**src/rtl/sss_pkg.sv**
```systemverilog
`timescale 1ns / 1ps
// Shared constants, types and control structures for the sample set statistics block.
package sss_pkg;

  localparam int SAMPLE_BITS = 16;
  localparam int CNT_BITS    = 17;
  localparam int SUM_BITS    = 33;
  localparam int SQS_BITS    = 47;
  localparam int SQS_LO_BITS = 24;
  localparam int WIDE_BITS   = 64;
  localparam int DIV_BITS    = 63;
  localparam int DEN_BITS    = 32;
  localparam int ROOT_BITS   = 32;
  localparam int OUT_BITS    = 16;
  localparam int DIV_CNT_BITS = $clog2(DIV_BITS);

  localparam logic [CNT_BITS-1:0] MAX_SAMPLES = CNT_BITS'(65536);

  typedef enum logic [3:0] {
    ST_IDLE,
    ST_MEAN_GO,
    ST_MEAN_WAIT,
    ST_MUL_LO,
    ST_MUL_HI,
    ST_MUL_SQ,
    ST_VAR_GO,
    ST_VAR_WAIT,
    ST_ROOT_WAIT,
    ST_EMIT
  } state_t;

  typedef struct packed {
    logic accept;
    logic mean_load;
    logic mean_store;
    logic mul_lo;
    logic mul_hi;
    logic mul_sq;
    logic var_load;
    logic root_load;
    logic dev_store;
    logic clear;
  } cmd_t;

  typedef struct packed {
    logic n_zero;
    logic n_lt2;
    logic div_idle;
    logic root_idle;
  } status_t;

endpackage

```
**src/rtl/sss_ctrl.sv**
```systemverilog
`timescale 1ns / 1ps
// Controller state machine sequencing accumulation, division and root extraction.
module sss_ctrl (
  input  logic              clk,
  input  logic              rst,
  input  logic              start,
  input  logic              last,
  input  sss_pkg::status_t  status,
  output sss_pkg::cmd_t     cmd,
  output logic              busy,
  output logic              done
);

  sss_pkg::state_t state;
  sss_pkg::state_t state_next;

  always_ff @(posedge clk) begin
    if (rst) begin
      state <= sss_pkg::ST_IDLE;
    end else begin
      state <= state_next;
    end
  end

  always_comb begin
    state_next = state;
    cmd        = '0;
    busy       = 1'b1;
    done       = 1'b0;
    unique case (state)
      sss_pkg::ST_IDLE: begin
        busy       = 1'b0;
        cmd.accept = start;
        if (start && last) begin
          state_next = sss_pkg::ST_MEAN_GO;
        end
      end
      sss_pkg::ST_MEAN_GO: begin
        if (status.n_zero) begin
          state_next = sss_pkg::ST_EMIT;
        end else begin
          cmd.mean_load = 1'b1;
          state_next    = sss_pkg::ST_MEAN_WAIT;
        end
      end
      sss_pkg::ST_MEAN_WAIT: begin
        if (status.div_idle) begin
          cmd.mean_store = 1'b1;
          state_next     = status.n_lt2 ? sss_pkg::ST_EMIT : sss_pkg::ST_MUL_LO;
        end
      end
      sss_pkg::ST_MUL_LO: begin
        cmd.mul_lo = 1'b1;
        state_next = sss_pkg::ST_MUL_HI;
      end
      sss_pkg::ST_MUL_HI: begin
        cmd.mul_hi = 1'b1;
        state_next = sss_pkg::ST_MUL_SQ;
      end
      sss_pkg::ST_MUL_SQ: begin
        cmd.mul_sq = 1'b1;
        state_next = sss_pkg::ST_VAR_GO;
      end
      sss_pkg::ST_VAR_GO: begin
        cmd.var_load = 1'b1;
        state_next   = sss_pkg::ST_VAR_WAIT;
      end
      sss_pkg::ST_VAR_WAIT: begin
        if (status.div_idle) begin
          cmd.root_load = 1'b1;
          state_next    = sss_pkg::ST_ROOT_WAIT;
        end
      end
      sss_pkg::ST_ROOT_WAIT: begin
        if (status.root_idle) begin
          cmd.dev_store = 1'b1;
          state_next    = sss_pkg::ST_EMIT;
        end
      end
      sss_pkg::ST_EMIT: begin
        done       = 1'b1;
        cmd.clear  = 1'b1;
        state_next = sss_pkg::ST_IDLE;
      end
      default: begin
        state_next = sss_pkg::ST_IDLE;
      end
    endcase
  end

endmodule

```
**config.mk**
```make
export PLATFORM = sky130hd
export DESIGN_NAME = sss_ctrl
export DESIGN_NICKNAME = d
export VERILOG_FILES = /design/src/rtl/sss_pkg.sv /design/src/rtl/sss_ctrl.sv
export SDC_FILE = /design/constraint.sdc
export NUM_CORES = 1
export LEC_CHECK = 0
export ABC_AREA = 1
export BUFFER_PORTS_ARGS = -buffer_cell sky130_fd_sc_hd__buf_2
export CAP_MARGIN = 20
export CORE_AREA = 4 4 41 43
export DETAILED_ROUTE_END_ITERATION = 10
export DIE_AREA = 0 0 45 47
export GPL_TIMING_DRIVEN = 0
export MAX_ROUTING_LAYER = met4
export PLACE_DENSITY_LB_ADDON = 0.12
export SYNTH_ARGS = -nofsm -noshare
export SYNTH_HDL_FRONTEND = slang
export SYNTH_SLANG_ARGS = --single-unit
export TNS_END_PERCENT = 5
```
**constraint.sdc**
```tcl
create_clock -name clk -period 1.47 [get_ports clk]
set_clock_uncertainty 0.1 [all_clocks]
set_input_delay 0.147 -clock clk [delete_from_list [all_inputs] [get_ports clk]]
set_output_delay 0.147 -clock clk [all_outputs]
set_load 0.02 [all_outputs]
```
==> summary.txt, run 1 <==
Outcome
  • Outcome: completed

Synthesis
  • Synth Area in Compound Gates: 0.04362
  • Yosys cell types: 14
  • Sequential element share of the synthesized area: 0.2148
  • Post-synth EDFFs: 0
  • Post-Syn Instances: 70
  • Top cells by area, synth: dfxtp_1 (21%), nor2_1 (16%), nand2_1 (15%)
  • Synth async-reset ratio: 0
  • Post-synthesis mux area share: 0
  • Dominant cell type by area after synthesis: dfxtp_1
  • FF+latch count, synth: 4
  • Syn Nets: roughly 80
  • Avg Cell Area, Syn: 5.327 sq um
  • Fraction of the mapped netlist area in simple logic gates: 0.5906
  • Synth Area in XOR/XNOR: 0
  • Predominant post-synthesis flop cell: dfxtp_1
  • Post-Synth Adder-Cell Area: 0
  • Yosys warnings: 0
  • Cell Area, Synth: 372.9 sq um
  • Largest family of logic cells by synthesized area: simple AND/OR/NAND/NOR gates
  • Share of the synthesized area in the top cell type: 0.2148

Drt
  • Vias per cell: roughly 4.4
  • DRC viols: 0
  • Vias post-DR: 475
  • DRT antenna net count: 0
  • Routed len/inst: slightly above 9 um
  • DRT iter0 DRCs: 4
  • Post-Route WL: about 990 um
  • DRT Pass-1 Iters: 4

Pwr
  • LEAKAGE: 0.0003415 uW
  • Maximum VDD drop: 0.0003458 V
  • Power Dens Cells: 778.0 nW/um^2
  • Sequential share of power: 0.309
  • Internal power: 270.0 uW
  • Switching part of the total: 0.3863
  • Total power: between 400 and 500 uW
  • Clock power frac: 0.307
  • Switching power: 170.0 uW
  • Gate power share: 0.384

Layout
  • Share of layout cells above drive strength 1: 0.4457
  • Final std cell area, no fill: 565.5 sq um
  • Most frequent cells in the layout: buf_2 (17), nand2_1 (14), nor2_1 (13)
  • Antenna diode count: 0
  • Most flop-heavy register: state
  • Number of flip-flops in the largest register: 4
  • Commonest non-fill, non-tap cell in the layout: buf_2
  • Area grow syn2layout: 51.68%
  • Final nets: 102
  • Largest regs: state: 4 flops

Worst hold path
  • Hold Crit Class: in -> reg
  • Min-delay src: rst
  • WHS Path Cells: 2
  • Sink of the worst hold path: state[1]$_SDFFE_PP0P_

Floorplan
  • Die extent in y: 47 um
  • Initial Utilization: 0.2865
  • Row cnt: 13
  • Core region area: 1301 sq um
  • Die X: approximately 45 um
  • Total Die Area: 2115 sq um
  • I/O pin count: 20

Global routing
  • Gr usage total: 0.1043
  • Vias in the first global route: 358
  • First-pass GRT wire length: 1.511 mm
  • Grt ovf: 0
  • Antenna violations before repair: 0
  • Pin count of the biggest net entering global routing: 7

STA
  • Max-slew violation count: 0
  • Final Hold Viols: 0
  • Maximum clock rate: 0.6993 GHz
  • Max-Slew Margin vs Limit: 0.8952
  • Tcrit/Tclk final: 0.9728
  • Setup Viol. Count Final: 0
  • RSZ-0062 raised after global routing: true
  • Actual slew at the worst max-slew pin: 0.1571 ns
  • Tmin final: 1.430 ns

Critical path
  • R2r endpoint: state[3]$_SDFFE_PP0P_
  • CP dominant cell by count: inv_2
  • CP Capture Type: output pin
  • Startpoint Class: register
  • Kind of critical path: reg -> out
  • Max Fanout on Critical Path: 4
  • CP cell instances: inv_2 > nor2_4 > inv_2 > nor3_1 > buf_2
  • Delay-heaviest family, CP: flip-flops
  • CP bufs+invs: 3
  • Slowest cell on crit path: dfxtp_4
  • Worst Path Required: 1.22 ns
  • R2R setup slack: approximately 0.2 ns
  • CP max stage delay: 0.37 ns
  • Worst EP arrival: approximately 1.2 ns
  • Worst R2R Start: state[2]$_SDFFE_PP0P_
  • Worst r2r path cells: 9

Place
  • RD Place Congestion: 0.7596
  • Final HPWL DP: around 840 um
  • # port buffers: 19
  • DP Area: roughly 490 sq um

CTS
  • CTS tree: built
  • Clock Latency Late Sink: 0.23 ns
  • Cts bufs inserted: 3
  • Clock transition at path regs: 0.04 ns
  • Htree depth: 1
  • Longest Clk Path Bufs: 2
  • CTS Sinks: 4
  • CTS Root Cell: clkbuf_4
  • CTS Hold Buffers Added: 0

Run
  • Max Cap Viol: 0
cell usage after synthesis (2+ instances only):
cell	instances
nand2_1	15
inv_1	11
nor2_1	16
nand3_1	10
dfxtp_1	4
a21oi_1	2
nor2_2	2
inv_2	2
nor3_1	2
nand2_2	2
final cells by class:
type / instances / area, sq um
inverters: 13 / 53.80
well taps: 15 / 18.77
fillers: 163 / 735.7
repair buffers: 20 / 107.6
clock buffers: 3 / 22.52
multi-input cells: 52 / 267.8
flip-flops and latches: 4 / 95.09
metrics by stage:
stage,TNS [ns],hold slack [ns],worst slack (ns),utilization,std cells
final,0,0.003824,0.03995,0.4346,107
after global routing,-0.06545,0.0006659,-0.04930,0.4346,107
after CTS,0,0.003744,0.01287,0.3971,107
after detailed placement,0,0.2575,0.1221,0.3779,104
after global placement,0,0.2545,0.1079,0.3779,104
after floorplan,0,0.1161,0.1120,-,70
per-layer routing:
metal	vias to the layer above	routed length [um]	global-route usage
li1	262	-	-
met1	194	463	0.1338
met2	17	412	0.1412
met3	2	97	0.03831
met4	0	16	0.05263
met5	-	0	-
logic make-up (layout without fill, tap and decap cells):
| logic type | after synthesis | after routing |
|---|---|---|
| AO/OA/AOI/OAI | 3 | 3 |
| buffers and inverters | 14 | 36 |
| flip-flops | 4 | 4 |
| AND/OR/NAND/NOR | 49 | 49 |
repair_timing:
item | 4_1_cts | 5_1_grt
setup buffers | 0 | 1
gates cloned | 0 | 0
pin swaps | 0 | 2
endpoints found under the setup margin | 3 | 11
gates resized for setup | 2 | 19
worst max-delay path by stage:
stage | from | end | slack (ns) | depth (start not counted)
2_1_floorplan | state[2]$_SDFFE_PP0P_ | cmd[3] | 0.11 | 4
3_3_place_gp | state[3]$_SDFFE_PP0P_ | state[3]$_SDFFE_PP0P_ | 0.11 | 9
3_5_place_dp | state[3]$_SDFFE_PP0P_ | state[3]$_SDFFE_PP0P_ | 0.12 | 9
4_1_cts | state[1]$_SDFFE_PP0P_ | cmd[7] | 0.01 | 5
5_1_grt | state[2]$_SDFFE_PP0P_ | cmd[3] | -0.05 | 5
6_report | state[2]$_SDFFE_PP0P_ | cmd[3] | 0.04 | 5
worst reg2reg max path: stages (launching register included):
cell and delay (ns):
dfxtp_4 0.37, inv_2 0.05, nor2_4 0.15, nand2_2 0.09, nand2_1 0.08, nand2_2 0.07
nand2_1 0.07, nor2_1 0.03, nor2_1 0.11, nor2_1 0.05
power by group through the flow:
stage | logic (uW) | registers [uW] | clock network (uW)
detailed placement | 158 | 132 | 0
finish | 169 | 136 | 135
global route | 192 | 138 | 156
floorplan | 115 | 129 | 0
CTS | 159 | 131 | 143
global placement | 160 | 132 | 0
(Power assumes the default switching activity.)
==> inputs of run 2 (changes only) <==
Settings changed: ABC_AREA 1 to unset.
==> summary.txt, run 2 <==
Place
  • Placed cell count: 90
  • # port buffers: 19
  • RD Place Congestion: 0.7756
  • Final HPWL DP: 801.6 um

Pwr
  • Power Dens Cells: 838.7 nW/um^2
  • LEAKAGE: approximately 0.00031 uW
  • Maximum VDD drop: about 0.00055 V

Synthesis
  • FF+latch count, synth: 4
  • Post-synthesis mux area share: 0.02532
  • Yosys cell types: 27
  • Synth Area in Compound Gates: 0.1614
  • Cell Area, Synth: 395.4 sq um
  • Dominant cell type by area after synthesis: dfxtp_1
  • Predominant post-synthesis flop cell: dfxtp_1
  • Post-Syn Instances: 56
  • Share of the synthesized area in the top cell type: 0.2025
  • Largest family of logic cells by synthesized area: simple AND/OR/NAND/NOR gates
  • Most frequent cell after synthesis: nor2_1
  • Sequential element share of the synthesized area: 0.2025
  • Syn Nets: 64
  • Post-Synth Adder-Cell Area: 0
  • Synth Area in XOR/XNOR: 0.02215
  • Synth async-reset ratio: 0
  • Top cells by count, synth: nor2_1 (8), a21oi_1 (5), dfxtp_1 (4)
  • Yosys warnings: 0
  • Top cells by area, synth: dfxtp_1 (20%), nor2_1 (7.6%), a21oi_1 (6.3%)
  • Avg Cell Area, Syn: 7.060 sq um
  • Fraction of the mapped netlist area in simple logic gates: 0.5032
  • Post-synth EDFFs: 0

Layout
  • Commonest non-fill, non-tap cell in the layout: buf_2
  • Most frequent cells in the layout: buf_2 (10), buf_4 (9), nor2_1 (6)
  • Area of the multi-input gates: 351.6 sq um
  • Final nets: 89
  • Largest regs: state: 4 flops
  • Finished Layout Cells: 94
  • Antenna diode count: 0
  • Sequential Area: 92.59 sq um
  • Final Util: 0.5212
  • Fillers: between 100 and 150
  • Area grow syn2layout: 71.52%
  • Most flop-heavy register: state
  • Share of layout cells above drive strength 1: 0.5696
  • Number of flip-flops in the largest register: 4

Run
  • Max Cap Viol: 0

STA
  • WHS: ~0.049 ns
  • Actual slew at the worst max-slew pin: 0.4517 ns
  • RSZ-0062 raised after global routing: true
  • Setup Viol. Count Final: 0
  • Max-Slew Margin vs Limit: 0.6981
  • Tmin final: 1.450 ns
  • Tcrit/Tclk final: 0.9862
  • Final Hold Viols: 0
  • Max-slew violation count: 0
  • Maximum clock rate: 0.6898 GHz

Critical path
  • Worst Path Required: 1.22 ns
  • Worst setup path startpoint: state[1]$_SDFFE_PP0P_
  • Startpoint Class: register
  • CP Capture Type: output pin
  • Max Fanout on Critical Path: 10
  • R2R setup slack: around 0.070 ns
  • Worst R2R Start: state[0]$_SDFFE_PP0P_
  • Kind of critical path: reg -> out
  • Worst EP arrival: 1.20 ns

Drt
  • DRT Pass-1 Iters: 2
  • DRT iter0 DRCs: 3
  • DRT antenna net count: 0
  • Vias per cell: 4.926
  • DRC viols: 0
  • Vias post-DR: 463
  • Routed len/inst: 11.67 um
  • Post-Route WL: 1.097 mm

Floorplan
  • I/O pin count: 20
  • Row cnt: 13
  • Die X: approximately 45 um
  • Initial Utilization: 0.3038
  • Die extent in y: 47 um
  • Core region area: 1301 sq um
  • Total Die Area: 2115 sq um

Global routing
  • Grt met2 use: 0.1977
  • Vias in the first global route: 439
  • Met3 Usage GRT: 0.02299
  • GR met1 Demand/Resource: 0.1419
  • Grt ovf: 0
  • First-pass GRT wire length: 1.876 mm
  • Gr usage total: 0.1243
  • Pin count of the biggest net entering global routing: 11
  • Antenna violations before repair: 0
  • GRT Max-Usage Layer: met2

CTS
  • Htree depth: 1
  • CTS Hold Buffers Added: 0
  • CTS Sinks: 4
  • Longest Clk Path Bufs: 2
  • CTS Root Cell: clkbuf_4
  • Cts bufs inserted: 3
  • Clock transition at path regs: 0.04 ns
  • CTS tree: built
  • Clock Latency Late Sink: roughly 0.23 ns

Outcome
  • Outcome: completed

Worst hold path
  • Hold Crit Class: in -> reg
  • Min-delay src: rst
==> run 2: cell types whose count changed in the layout (fill, tap and decap cells not counted), sizes merged, moves of 5 or more <==
cell,change
buf,+5
nand3,-9
nand2,-14
inv,-12
nor2,-11
==> run 2: cell families (layout without fill, tap and decap cells) <==
group	count (synthesis)	count (layout)
buf+inv	6	29
flops	4	4
simple gates	34	34
compound gates	10	10
xor+xnor	1	1
mux	1	1
==> run 2: metrics by stage <==
step                total power [uW]  setup TNS, ns  instance area [sq um]  worst slack [ns]
floorplan                      301.3       -0.01723                  401.6          -0.01723
global placement               364.8       -0.01456                  515.5          -0.01456
detailed placement             363.0              0                  515.5          0.007729
CTS                            537.5       -0.03222                  591.8         -0.008848
global route                   615.1       -0.09214                  678.2          -0.02772
finish                         568.8              0                  678.2           0.02030
==> run 2: area by class of cell <==
cell class                      count  area share
Tap cell                           15     0.02768
Inverter                            1    0.005535
Timing Repair Buffer               20      0.1956
Multi-Input combinational cell     46      0.5185
Sequential cell                     4      0.1365
Clock buffer                        3     0.03321
Buffer                              5     0.08303
==> run 2: repair_timing <==
| action | 4_1_cts | 5_1_grt |
|---|---|---|
| setup endpoints to repair | 11 | 11 |
| setup buffers | 0 | 1 |
| pin swaps | 1 | 3 |
| resized for setup | 17 | 24 |
==> run 2: layer usage <==
layer  routed length (um)  up-vias
met4                    0        0
met5                    0        -
met1                  474      213
met3                   36        0
met2                  585        6
li1                     -      244
==> run 2: final timing paths <==
check / end / cells after the start
worst max register to register: state[0]$_SDFFE_PP0P_ / 4
worst min register to register: state[2]$_SDFFE_PP0P_ / 2
worst min-delay path: state[2]$_SDFFE_PP0P_ / 2
worst max-delay path: cmd[8] / 4
==> run 2: power by group <==
| group | internal, uW | switching, uW | leakage (uW) |
|---|---|---|---|
| Sequential | 125 | 28.2 | 0.0000353 |
| Clock | 90.9 | 39.0 | 0.0000138 |
| Combinational | 136 | 150 | 0.000261 |
| Total | 352 | 217 | 0.000310 |
==> run 2: worst max-delay path, stage by stage (launching register included) <==
cell      delay [ns]
dfxtp_4         0.36
buf_8           0.14
nand2b_4        0.16
nor4_2          0.13
buf_4           0.18
==> inputs of run 3 (changes only) <==
Settings changed: RECOVER_POWER set to 50.
==> summary.txt, run 3 (synthesized netlist as in run 2, its figures left out) <==
CTS
  • Longest Clk Path Bufs: 2
  • Clock transition at path regs: roughly 0.040 ns
  • CTS Root Cell: clkbuf_4
  • CTS Sinks: 4
  • Cts bufs inserted: 3
  • Clock Latency Late Sink: 0.23 ns
  • CTS tree: built
  • Htree depth: 1
  • CTS Hold Buffers Added: 0

Drt
  • DRT antenna net count: 0
  • DRT iter0 DRCs: 3
  • Vias post-DR: roughly 460
  • DRC viols: 0
  • DRT Pass-1 Iters: 2
  • Vias per cell: 4.926
  • Post-Route WL: 1.096 mm
  • Routed len/inst: 11.66 um

STA
  • Tmin final: 1.450 ns
  • RSZ-0062 raised after global routing: true
  • WHS: 0.04937 ns
  • Max-slew violation count: 0
  • Tcrit/Tclk final: 0.9862
  • Actual slew at the worst max-slew pin: between 0.4 and 0.5 ns
  • Setup Viol. Count Final: 0
  • Max-Slew Margin vs Limit: 0.6981
  • Final Hold Viols: 0
  • Maximum clock rate: between 0.6 and 0.7 GHz

Layout
  • Most flop-heavy register: state
  • Largest regs: state: 4 flops
  • Share of layout cells above drive strength 1: 0.5696
  • Number of flip-flops in the largest register: 4
  • Most frequent cells in the layout: buf_4 (9), buf_2 (9), nor2_1 (6)
  • Area grow syn2layout: 71.52%
  • Fillers: 130
  • Final nets: 89
  • Antenna diode count: 0

Pwr
  • Internal power: between 300 and 400 uW
  • Clock power frac: 0.228
  • Power Dens Cells: approximately 840 nW/um^2
  • Sequential share of power: 0.269
  • Switching part of the total: 0.3817
  • Total power: 568.8 uW
  • Switching power: 217.1 uW
  • LEAKAGE: 0.0003089 uW
  • Maximum VDD drop: 0.0005455 V
  • Gate power share: 0.503

Worst hold path
  • Hold Crit Class: in -> reg
  • WHS Path Cells: 2
  • Min-delay src: rst
  • Sink of the worst hold path: state[2]$_SDFFE_PP0P_

Global routing
  • Antenna violations before repair: 0
  • Grt met2 use: 0.1977
  • Met3 Usage GRT: 0.02299
  • GRT Max-Usage Layer: met2
  • GR met1 Demand/Resource: 0.1419
  • Gr usage total: 0.1243
  • Pin count of the biggest net entering global routing: 11
  • First-pass GRT wire length: 1.876 mm
  • Vias in the first global route: 439
  • Grt ovf: 0

Critical path
  • Delay-heaviest family, CP: flip-flops
  • CP cell instances: buf_8 > nand2b_4 > nor4_2 > buf_4
  • CP Capture Type: output pin
  • CP max stage delay: 0.36 ns
  • CP bufs+invs: 2
  • Kind of critical path: reg -> out
  • R2R setup slack: 0.07 ns
  • Slowest cell on crit path: dfxtp_4
  • Startpoint Class: register
  • Worst r2r path cells: 4
  • Worst Path Required: between 1 and 1.5 ns
  • R2r endpoint: state[0]$_SDFFE_PP0P_
  • Max Fanout on Critical Path: 10
  • Worst EP arrival: 1.20 ns
  • Worst R2R Start: state[0]$_SDFFE_PP0P_

Floorplan
  • I/O pin count: 20
  • Total Die Area: between 2000 and 2500 sq um
  • Row cnt: 13
  • Die X: 45 um
  • Die extent in y: 47 um
  • Core region area: approximately 1300 sq um
  • Initial Utilization: 0.3038

Place
  • RD Place Congestion: 0.7756
  • Final HPWL DP: 801.6 um
  • # port buffers: 19

Outcome
  • Outcome: completed

Run
  • Max Cap Viol: 0
run 3: cell count changes in the layout (fill, tap and decap cells not counted):
cell | before | now
buf_2 | 10 | 9
clkbuf_2 | 0 | 1
run 3: how the worst max path moves through the flow:
stage | start | end | depth (start not counted)
6_report | state[1]$_SDFFE_PP0P_ | cmd[8] | 4
5_1_grt | state[2]$_SDFFE_PP0P_ | cmd[1] | 4
4_1_cts | state[3]$_SDFFE_PP0P_ | cmd[6] | 4
3_5_place_dp | state[1]$_SDFFE_PP0P_ | cmd[0] | 5
3_3_place_gp | state[1]$_SDFFE_PP0P_ | cmd[0] | 5
2_1_floorplan | state[1]$_SDFFE_PP0P_ | cmd[0] | 4
run 3: metrics by stage:
stage          utilization  instance area [sq um]  worst slack (ns)  setup TNS [ns]  cells
6_report            0.5212                  678.2           0.02030               0     94
5_1_grt             0.5212                  678.2          -0.02772        -0.09214     94
4_1_cts             0.4548                  591.8         -0.008848        -0.03222     93
3_5_place_dp        0.3962                  515.5          0.007729               0     90
3_3_place_gp        0.3962                  515.5          -0.01456        -0.01456     90
2_1_floorplan            -                  401.6          -0.01723        -0.01723     56
run 3: power by group through the flow:
| stage | logic, uW | registers (uW) | clock network (uW) |
|---|---|---|---|
| after floorplan | 167 | 135 | 0 |
| after global placement | 225 | 139 | 0 |
| after detailed placement | 224 | 139 | 0 |
| after CTS | 252 | 147 | 139 |
| after global routing | 309 | 157 | 150 |
| final | 286 | 153 | 130 |
run 3: layer usage:
layer / part of all wire / vias up / wire (um)
met4: 0 / 0 / 0
met5: 0 / - / 0
li1: - / 244 / -
met1: 0.43 / 213 / 474
met2: 0.53 / 6 / 585
met3: 0.033 / 0 / 36
run 3: area by class of cell:
cell class	instances	area, sq um	share of cell area
well taps	15	18.77	0.02768
plain buffers	5	56.30	0.08303
flip-flops and latches	4	92.59	0.1365
inverters	1	3.754	0.005535
repair buffers	20	132.6	0.1956
clock buffers	3	22.52	0.03321
multi-input cells	46	351.6	0.5185
run 3: worst register-to-register path: stages (launching register included):
cell,delay [ns]
dfxtp_4,0.37
xor2_1,0.17
nor4b_2,0.42
nand3b_1,0.16
o31ai_2,0.09
run 3: timing repair:
item	4_1_cts	5_1_grt
resized for setup	17	24
setup buffers	0	1
pin swaps	1	3
setup endpoints to repair	11	11
